$ cat config.mk
export PLATFORM = sky130hd
export DESIGN_NAME = quadrature_decoder_with_interval_timer_unit
export DESIGN_NICKNAME = d
export VERILOG_FILES = /design/src/rtl/qdit_pkg.sv /design/src/rtl/qdit_mod.sv /design/src/rtl/qdit_dp.sv /design/src/rtl/qdit_ctrl.sv /design/src/rtl/quadrature_decoder_with_interval_timer_unit.sv
export SDC_FILE = /design/constraint.sdc
export NUM_CORES = 1
export LEC_CHECK = 0
export ABC_AREA = 1
export BUFFER_PORTS_ARGS = -buffer_cell sky130_fd_sc_hd__buf_4
export CORE_ASPECT_RATIO = 1.2
export CORE_MARGIN = 2
export CORE_UTILIZATION = 50
export DETAILED_ROUTE_END_ITERATION = 12
export PLACE_DENSITY = 0.68
export SKIP_LAST_GASP = 1
export SYNTH_ARGS = -nofsm -noshare
export SYNTH_HDL_FRONTEND = slang
export SYNTH_SLANG_ARGS = --single-unit
$ cat constraint.sdc
create_clock -name clk -period 8.8 [get_ports clk]
set_input_delay 1.76 -clock clk [delete_from_list [all_inputs] [get_ports clk]]
set_output_delay 1.76 -clock clk [all_outputs]
set_load 0.01 [all_outputs]
$ cat src/rtl/qdit_pkg.sv
// Shared types, codes and the quadrature step table for the decoder.
package qdit_pkg;

    localparam logic        OP_PIN             = 1'b0;
    localparam logic        OP_UPDATE          = 1'b1;
    localparam logic [31:0] ZERO_INTERVAL_RST  = 32'd1000000;

    typedef logic signed [2:0] step_t;

    // Controller to datapath commands.
    typedef struct packed {
        logic take_pin;
        logic take_upd;
        logic div_start;
        logic commit;
    } qdit_cmd_t;

    // Datapath to controller status.
    typedef struct packed {
        logic zero_case;
        logic div_done;
    } qdit_sts_t;

    // Index is {new B, new A, old B, old A}.
    function automatic step_t qdit_step(input logic [3:0] idx);
        step_t s;
        case (idx)
            4'd0:    s = 3'sd0;
            4'd1:    s = 3'sd1;
            4'd2:    s = -3'sd1;
            4'd3:    s = 3'sd2;
            4'd4:    s = -3'sd1;
            4'd5:    s = 3'sd0;
            4'd6:    s = -3'sd2;
            4'd7:    s = 3'sd1;
            4'd8:    s = 3'sd1;
            4'd9:    s = -3'sd2;
            4'd10:   s = 3'sd0;
            4'd11:   s = -3'sd1;
            4'd12:   s = 3'sd2;
            4'd13:   s = -3'sd1;
            4'd14:   s = 3'sd1;
            4'd15:   s = 3'sd0;
            default: s = 3'sd0;
        endcase
        return s;
    endfunction

endpackage

$ cat src/rtl/qdit_mod.sv
// Bit-serial restoring remainder unit, one dividend bit per cycle.
module qdit_mod
(
    input  logic        clk,
    input  logic        rst_n,
    input  logic        start,
    input  logic [31:0] dividend,
    input  logic [31:0] divisor,
    output logic        done,
    output logic [31:0] remainder
);
    logic [31:0] rem_reg,  rem_next;
    logic [31:0] dvd_reg,  dvd_next;
    logic [31:0] dsr_reg,  dsr_next;
    logic [4:0]  cnt_reg,  cnt_next;
    logic        busy_reg, busy_next;
    logic        done_reg, done_next;
    logic [32:0] trial;

    // Zero divisor: every trial subtracts nothing, so the dividend comes out.
    assign trial = {rem_reg, dvd_reg[31]};

    always_comb
    begin
        rem_next  = rem_reg;
        dvd_next  = dvd_reg;
        dsr_next  = dsr_reg;
        cnt_next  = cnt_reg;
        busy_next = busy_reg;
        done_next = 1'b0;
        if (start)
        begin
            rem_next  = '0;
            dvd_next  = dividend;
            dsr_next  = divisor;
            cnt_next  = '0;
            busy_next = 1'b1;
        end
        else if (busy_reg)
        begin
            if (trial >= {1'b0, dsr_reg})
                rem_next = trial[31:0] - dsr_reg;
            else
                rem_next = trial[31:0];
            dvd_next = {dvd_reg[30:0], 1'b0};
            cnt_next = cnt_reg + 5'd1;
            if (cnt_reg == 5'd31)
            begin
                busy_next = 1'b0;
                done_next = 1'b1;
            end
        end
    end

    always_ff @(posedge clk or negedge rst_n)
    begin
        if (!rst_n)
        begin
            cnt_reg  <= '0;
            busy_reg <= 1'b0;
            done_reg <= 1'b0;
        end
        else
        begin
            cnt_reg  <= cnt_next;
            busy_reg <= busy_next;
            done_reg <= done_next;
        end
    end

    always_ff @(posedge clk)
    begin
        rem_reg <= rem_next;
        dvd_reg <= dvd_next;
        dsr_reg <= dsr_next;
    end

    assign done      = done_reg;
    assign remainder = rem_reg;

endmodule

$ cat src/rtl/qdit_dp.sv
// Datapath: decoder state, elapsed time, remainder unit and result register.
module qdit_dp
(
    input  logic              clk,
    input  logic              rst_n,
    input  qdit_pkg::qdit_cmd_t cmd,
    output qdit_pkg::qdit_sts_t sts,
    input  logic              cfg_we,
    input  logic [31:0]       cfg_wdata,
    input  logic              pin_a,
    input  logic              pin_b,
    input  logic [31:0]       now_us,
    output logic [31:0]       interval_us,
    output logic [31:0]       delta,
    output logic [31:0]       position
);
    import qdit_pkg::*;

    logic [31:0] zero_int_reg;
    logic [1:0]  prev_reg,     prev_next;
    logic [31:0] pending_reg,  pending_next;
    logic [31:0] base_reg,     base_next;
    logic [31:0] pos_reg,      pos_next;
    logic [31:0] now_reg;
    logic [31:0] elapsed_reg;
    logic [31:0] ivl_reg,      ivl_next;
    logic [31:0] dlt_reg,      dlt_next;
    logic [31:0] opos_reg,     opos_next;
    logic [31:0] rem;
    logic        div_done;
    step_t       step;

    assign step = qdit_step({pin_b, pin_a, prev_reg});

    qdit_mod u_mod
    (
        .clk       (clk),
        .rst_n     (rst_n),
        .start     (cmd.div_start),
        .dividend  (elapsed_reg),
        .divisor   (zero_int_reg),
        .done      (div_done),
        .remainder (rem)
    );

    // Inputs to this stay put during an update if cfg writes come only while idle.
    assign sts.zero_case = (pending_reg == 32'd0) && (elapsed_reg >= zero_int_reg);
    assign sts.div_done  = div_done;

    always_comb
    begin
        prev_next    = prev_reg;
        pending_next = pending_reg;
        base_next    = base_reg;
        pos_next     = pos_reg;
        ivl_next     = ivl_reg;
        dlt_next     = dlt_reg;
        opos_next    = opos_reg;
        if (cmd.take_pin)
        begin
            pending_next = pending_reg + {{29{step[2]}}, step};
            prev_next    = {pin_b, pin_a};
        end
        if (cmd.commit)
        begin
            if (sts.zero_case)
            begin
                ivl_next  = rem;
                base_next = now_reg - rem;
                dlt_next  = '0;
                opos_next = pos_reg;
            end
            else
            begin
                ivl_next     = elapsed_reg;
                base_next    = now_reg;
                dlt_next     = pending_reg;
                pending_next = '0;
                pos_next     = pos_reg + pending_reg;
                opos_next    = pos_reg + pending_reg;
            end
        end
    end

    always_ff @(posedge clk or negedge rst_n)
    begin
        if (!rst_n)
        begin
            zero_int_reg <= ZERO_INTERVAL_RST;
            prev_reg     <= '0;
            pending_reg  <= '0;
            base_reg     <= '0;
            pos_reg      <= '0;
        end
        else
        begin
            if (cfg_we)
                zero_int_reg <= cfg_wdata;
            prev_reg    <= prev_next;
            pending_reg <= pending_next;
            base_reg    <= base_next;
            pos_reg     <= pos_next;
        end
    end

    always_ff @(posedge clk)
    begin
        if (cmd.take_upd)
        begin
            now_reg     <= now_us;
            elapsed_reg <= now_us - base_reg;
        end
        ivl_reg  <= ivl_next;
        dlt_reg  <= dlt_next;
        opos_reg <= opos_next;
    end

    assign interval_us = ivl_reg;
    assign delta       = dlt_reg;
    assign position    = opos_reg;

endmodule

$ cat src/rtl/qdit_ctrl.sv
// Controller: input handshake, update sequencing and output valid.
module qdit_ctrl
(
    input  logic              clk,
    input  logic              rst_n,
    input  logic              in_valid,
    input  logic              in_op,
    output logic              in_ready,
    output logic              out_valid,
    input  logic              out_ready,
    output qdit_pkg::qdit_cmd_t cmd,
    input  qdit_pkg::qdit_sts_t sts
);
    import qdit_pkg::*;

    typedef enum logic [1:0] {
        ST_IDLE,
        ST_EVAL,
        ST_DIV,
        ST_COMMIT
    } state_t;

    state_t state_reg, state_next;
    logic   ovalid_reg, ovalid_next;
    logic   take;
    logic   out_free;

    assign in_ready = (state_reg == ST_IDLE);
    assign take     = in_valid && in_ready;
    assign out_free = !ovalid_reg || out_ready;

    always_comb
    begin
        state_next    = state_reg;
        ovalid_next   = ovalid_reg && !out_ready;
        cmd.take_pin  = take && (in_op == OP_PIN);
        cmd.take_upd  = take && (in_op == OP_UPDATE);
        cmd.div_start = 1'b0;
        cmd.commit    = 1'b0;
        case (state_reg)
            ST_IDLE:
            begin
                if (cmd.take_upd)
                    state_next = ST_EVAL;
            end
            ST_EVAL:
            begin
                if (sts.zero_case)
                begin
                    cmd.div_start = 1'b1;
                    state_next    = ST_DIV;
                end
                else
                    state_next = ST_COMMIT;
            end
            ST_DIV:
            begin
                if (sts.div_done)
                    state_next = ST_COMMIT;
            end
            ST_COMMIT:
            begin
                if (out_free)
                begin
                    cmd.commit  = 1'b1;
                    ovalid_next = 1'b1;
                    state_next  = ST_IDLE;
                end
            end
            default:
                state_next = ST_IDLE;
        endcase
    end

    always_ff @(posedge clk or negedge rst_n)
    begin
        if (!rst_n)
        begin
            state_reg  <= ST_IDLE;
            ovalid_reg <= 1'b0;
        end
        else
        begin
            state_reg  <= state_next;
            ovalid_reg <= ovalid_next;
        end
    end

    assign out_valid = ovalid_reg;

endmodule

$ cat src/rtl/quadrature_decoder_with_interval_timer_unit.sv
// Top level: 4x quadrature decoder with periodic interval reports.
//
// Input stream: tuser is the item kind (0 pin sample, 1 update request).
// A pin sample (A, B levels) adds the table step
// to the pending delta and gives no output transfer.
// An update request (now_us) gives exactly one output transfer with the
// interval, the delta and the running position.
// An update passes EVAL and COMMIT when motion is reported; when a
// zero-motion remainder is needed it also waits in DIV for the
// bit-serial remainder unit.
// Pin samples run at one per cycle while idle; one update is in flight at a time.
// The result sits in an output register: while the receiver stalls, pin
// samples and the next update are still taken; a finished update waits
// in its last step until the register frees.
// cfg_we/cfg_wdata write zero_interval; write only while idle.
// Reset: zero_interval 1000000, levels, pending delta, time base and
// position all zero, no output pending.
module quadrature_decoder_with_interval_timer_unit
(
    input  logic        clk,
    input  logic        rst_n,
    input  logic        cfg_we,
    input  logic [31:0] cfg_wdata,
    input  logic        s_axis_tvalid,
    output logic        s_axis_tready,
    input  logic [39:0] s_axis_tdata,  // pin_a[0], pin_b[1], now_us[33:2], zero pad
    input  logic        s_axis_tuser,  // opcode[0]
    output logic        m_axis_tvalid,
    input  logic        m_axis_tready,
    output logic [95:0] m_axis_tdata   // interval_us[31:0], delta[63:32], position[95:64]
);
    import qdit_pkg::*;

    qdit_cmd_t   cmd;
    qdit_sts_t   sts;
    logic [31:0] interval_us;
    logic [31:0] delta;
    logic [31:0] position;

    qdit_ctrl u_ctrl
    (
        .clk       (clk),
        .rst_n     (rst_n),
        .in_valid  (s_axis_tvalid),
        .in_op     (s_axis_tuser),
        .in_ready  (s_axis_tready),
        .out_valid (m_axis_tvalid),
        .out_ready (m_axis_tready),
        .cmd       (cmd),
        .sts       (sts)
    );

    qdit_dp u_dp
    (
        .clk         (clk),
        .rst_n       (rst_n),
        .cmd         (cmd),
        .sts         (sts),
        .cfg_we      (cfg_we),
        .cfg_wdata   (cfg_wdata),
        .pin_a       (s_axis_tdata[0]),
        .pin_b       (s_axis_tdata[1]),
        .now_us      (s_axis_tdata[33:2]),
        .interval_us (interval_us),
        .delta       (delta),
        .position    (position)
    );

    assign m_axis_tdata = {position, delta, interval_us};

endmodule
Word-level counts from Yosys, hierarchy flattened

Memory sizes are Yosys's and may differ from the RTL's.
Cells that the tools add are included.

Bits in registers: 396
Memory bits (read-only): 48
Bits of input ports: 78
Output and inout port bits: 98
Logic and storage cells: 75
Memories kept: 1

Memory list:

| name             | words | bits a word | read ports | clocked after memory_dff | wr ports | RTL line       | text |
|---|---|---|---|---|---|---|---|
| (name not given) | 16    | 3           | 1          | 0                        | 0        | qdit_pkg.sv:27 | `case (idx)` |

Add/subtract/negate cells: 6
Magnitude comparators: 2
Eq/ne operators: 7
Mux-type cells: 28
Bitwise logic cells: 1
Reduce and logical (&&, ||, !) cells: 12

Operators by type and width:

| cell                  | count |
|---|---|
| $mux W32              | 9 |
| $sub A32 B32 Y32      | 3 |
| $add A32 B32 Y32      | 2 |
| $ge A33 B32 Y1        | 1 |
| $ge A32 B32 Y1        | 1 |
| $logic_not A32 Y1     | 1 |
| $mux W1               | 13 |
| $mux W5               | 2 |
| $pmux W2 S4           | 1 |
| $mux W2               | 3 |
| $add A5 B1 Y5 const B | 1 |
| $eq A5 B5 Y1 const B  | 1 |
| $logic_and A1 B1 Y1   | 5 |
| $eq A2 B2 Y1 const B  | 2 |
| $ne A2 B1 Y1 const B  | 2 |
| $reduce_and A3 Y1     | 1 |
| $eq A2 B1 Y1 const B  | 1 |
| $logic_not A1 Y1      | 2 |
| $logic_not A2 Y1      | 1 |
| $ne A2 B2 Y1 const B  | 1 |
| $reduce_bool A2 Y1    | 1 |
| $logic_or A1 B1 Y1    | 1 |
| $not A1 Y1            | 1 |

Longest topological paths before layout

Word-level depth: 6
Depth in mapped cells: 20
Mapped depth without buffers: 20

By module

A second synthesis with hierarchy kept.

Cell total of the unflattened synthesis: 3830
Area total of the unflattened synthesis: 27699.1 um2

By module, submodules not included:

| module    | instances | cells an instance | area an instance (um2) | sequential area each (um2) |
|---|---|---|---|---|
| qdit_dp   | 1         | 2826              | 20483.4                | 8066.5 |
| qdit_mod  | 1         | 967               | 6951.7                 | 2737.6 |
| qdit_ctrl | 1         | 37                | 264.0                  | 75.1 |

Worst setup path before layout

Ideal clock, no wire load.

Path kind: input to register
From: input port m_axis_tready
To: register u_dp.dlt_reg[0], in the netlist u_dp.delta[0] (enable)
Setup time: 0.498 ns
Arrival time: 5.159 ns
Required time: 8.302 ns
Slack: 3.143 ns
Stages: 6
Cell sequence: inv_1 nand2_1 nand2_1 inv_1 clkbuf_1 clkbuf_1

RTL lines:

| element              | RTL line                                          | text |
|---|---|---|
| from (decl)          | quadrature_decoder_with_interval_timer_unit.sv:29 | `input logic m_axis_tready,` |
| to (signal assigned) | qdit_dp.sv:114                                    | `dlt_reg <= dlt_next;` |
| to (decl)            | qdit_dp.sv:27                                     | `logic [31:0] dlt_reg, dlt_next;` |

Worst setup path after layout

From: input port m_axis_tready
To: register u_dp.pos_reg[13]

Longest elaborated chain between the ends: 3

Ends and longest elaborated chain:

| element              | RTL line        | text |
|---|---|---|
| $logic_or A1 B1 Y1   | qdit_ctrl.sv:30 | `assign out_free = !ovalid_reg \|\| out_ready;` |
| $mux W1              | qdit_ctrl.sv:63 | `if (out_free)` |
| $mux W1              | qdit_ctrl.sv:40 | `case (state_reg)` |
| to (signal assigned) | qdit_dp.sv:102  | `pos_reg <= pos_next;` |
| to (decl)            | qdit_dp.sv:23   | `logic [31:0] pos_reg, pos_next;` |

Every way passes these cells.
A chain may end at the register's enable or synchronous reset.

==> results.json <==
{
  "syn_to_final_growth_pct": 12.27,
  "clk_pin_slew_ns": 0.06,
  "clkLatencyLatePin_ns": 0.59,
  "place_congestion": 0.9826,
  "hold_viol_final": 0,
  "cp.required_ns": 9.22,
  "syn_avg_cell_area_um2": 7.311,
  "synth_top_cell_area_share_pct": 24.98,
  "vias": 24082,
  "tightest_slew_ns": 1.032,
  "worst_slack_ns": 4.470,
  "hold_class": "flip-flop to flip-flop",
  "via_per_inst": 5.294,
  "rows": 93,
  "die_area_um2": 55730,
  "relSlewSlack_pct": 30.94,
  "cts.sinks": 396,
  "skew_ns": 0.03415,
  "ys_ff_latch": 396,
  "p_comb_share_pct": 10.5,
  "power_leakage_nw": 14.82,
  "post_cts_resize_count": 0,
  "cts_buffers": 43,
  "switchingPower_mw": 1.114,
  "clockBufferDepth": 3,
  "yosysWarnings": 0,
  "reg2reg_to": "u_dp.u_mod.remainder[4]$_SDFFE_PP0P_",
  "nets": 4081,
  "p_int_mw": 3.277,
  "rr_worst_depth": 15,
  "ant_nets": 0,
  "layout_common_cells": "nand2_1 (1,241), inv_1 (533), nor2_1 (282)",
  "rr_startpoint": "u_dp.elapsed_reg[27]$_DFFE_PP_",
  "grtUsageTotal_pct": 28.61,
  "route.detailed.drc": 0,
  "power_mw": 4.390,
  "peakVddDrop_v": 0.0001499,
  "yosysSeqAreaShare_pct": 40.40,
  "wl_met3_um": 5365,
  "met2_wirelength_um": 35300,
  "hold_buffers": 0,
  "final_core_util_pct": 56.60,
  "grt_first_pass_wirelength_um": 124500,
  "syn_inst": 3683,
  "io_pins": 176,
  "finalMaxSlewViolations": 0,
  "die_x_um": 215.8,
  "start_kind": "primary input",
  "placed_cells": 4468,
  "cts_tree": "yes",
  "cts_setup_buffers": 0,
  "seqPwrFrac_pct": 45.9,
  "top_layer_used": "met5",
  "finalCritPeriodShare_pct": 49.20,
  "hold_path.startpoint": "u_dp.zero_int_reg[1]$_DFFE_PN0P_",
  "synth_area_leaders": "edfxtp_1 (25%), nand2_1 (17%), dfrtp_1 (12%)",
  "fill_cells": 5190,
  "synth_fp_nets": 3963,
  "die_h_um": 258.2,
  "cp_max_fo": 68,
  "hold_slack_ns": 0.4456,
  "final_area_um2": 30230,
  "wl_per_cell_um": 17.50,
  "antenna_found_initial": 3,
  "dr.pass1.iters": 5,
  "reg2reg_slack_ns": 4.52,
  "final_common_cell": "nand2_1",
  "synth_top_area_cell": "edfxtp_1",
  "portBuffers": 169,
  "overflow": 0,
  "crit_arrival_ns": 4.75,
  "setup_viol": 0,
  "swShare_pct": 25.37,
  "drt_wl_total_um": 79630,
  "grt_pass1_vias": 22749,
  "worstSetupEndpointType": "flip-flop",
  "htree_levels": 2,
  "period_needed_ns": 4.330,
  "critPathKind": "primary input to flip-flop",
  "synth_cell_types": 51,
  "worstHoldPathCells": 0,
  "initial_core_util_pct": 50.42,
  "fmax_mhz": 231.0,
  "placed_area_um2": 28740,
  "hold_end": "u_dp.u_mod.dsr_reg[1]$_DFFE_PP_",
  "syn-cell-area_um2": 26930,
  "multi_input_area_um2": 13580,
  "power.density_nw_per_um2": 145.2,
  "pre_cts_ws_ns": 3.780,
  "layout-drive-gt1-share_pct": 7.795,
  "status": "completed",
  "pwr-share-clk_pct": 43.7,
  "cap_violations": 0,
  "wl_met1_um": 36210,
  "tns_ns": 0,
  "rsz0062_at_grt": "no",
  "drt_iter0_drc": 1886,
  "finalNonFillerCells": 4549,
  "cts-root-buf": "clkbuf_16",
  "final-seq-area_um2": 10880,
  "core_um2": 53410,
  "grt_max_degree": 85,
  "place_hpwl_um": 61540
}
layer usage:
layer / up-vias / GRT usage [%]
li1: 12062 / -
met1: 11161 / 40.77
met2: 712 / 44.99
met3: 141 / 3.638
met4: 6 / 10.00
met5: - / 0
how the worst max path moves through the flow:
stage | to | start | cells past startpoint | slack (ns)
2_1_floorplan | u_dp.delta[0]$_SDFFCE_PP0P_ | m_axis_tready | 6 | 3.14
3_5_place_dp | u_dp.pos_reg[6]$_DFFE_PN0P_ | m_axis_tready | 9 | 3.78
4_1_cts | u_dp.pos_reg[13]$_DFFE_PN0P_ | m_axis_tready | 9 | 4.40
6_report | u_dp.pos_reg[13]$_DFFE_PN0P_ | m_axis_tready | 9 | 4.47
5_1_grt | u_dp.pos_reg[13]$_DFFE_PN0P_ | m_axis_tready | 9 | 4.17
3_3_place_gp | u_dp.pos_reg[10]$_DFFE_PN0P_ | m_axis_tready | 9 | 3.82
final cells by class:
cell class / count / share of cell area [%]
Multi-Input combinational cell: 2641 / 44.92
Sequential cell: 396 / 35.99
Inverter: 537 / 6.676
Timing Repair Buffer: 182 / 4.532
Clock buffer: 57 / 4.039
Tap cell: 712 / 2.947
Clock inverter: 23 / 0.8898
Antenna cell: 1 / 0.008277
critical path: stages:
cell     delay [ns]
buf_4          0.08
inv_1          0.03
nand2_1        0.16
nand2_2        0.60
inv_4          0.82
nand2_4        0.33
inv_2          0.11
buf_4          0.60
o21ai_0        0.21
synthesized netlist by cell type, drive strengths merged:
library cell / count
nand3b: 14
or2: 13
o2111ai: 1
o21ai: 245
and3: 5
o221ai: 1
o211ai: 2
and2: 11
mux2: 1
a21o: 14
a211oi: 1
mux2i: 1
o22ai: 2
buf: 27
nand2: 1245
xor2: 60
nor4: 8
dfstp: 7
ha: 197
a21oi: 212
o21a: 9
dfrtp: 133
a32oi: 1
edfxtp: 224
nand4: 30
a21boi: 5
a31oi: 8
fa: 5
nor2: 283
nor3: 34
nand3: 184
clkbuf: 82
xnor2: 29
dfxtp: 32
inv: 537
o21bai: 19
nor3b: 1
cell families after synthesis:
group	share of synthesized area [%]
AOI/OAI and AO/OA	10.39
xor gates and xnor gates	2.895
adders and majority gates	9.526
buffers and inverters	9.224
DFF	40.40
muxes	0.07899
and+or+nand+nor	27.49
power by group through the flow:
stage | clock network, mW | registers (mW) | logic [mW]
final | 1.92 | 2.01 | 0.459
after global placement | 0 | 2.05 | 0.450
after global routing | 2.02 | 2.01 | 0.519
after floorplan | 0 | 2.04 | 0.305
after CTS | 1.95 | 2.01 | 0.456
after detailed placement | 0 | 2.05 | 0.452
No activity file was read; power rests on OpenSTA's default activity.
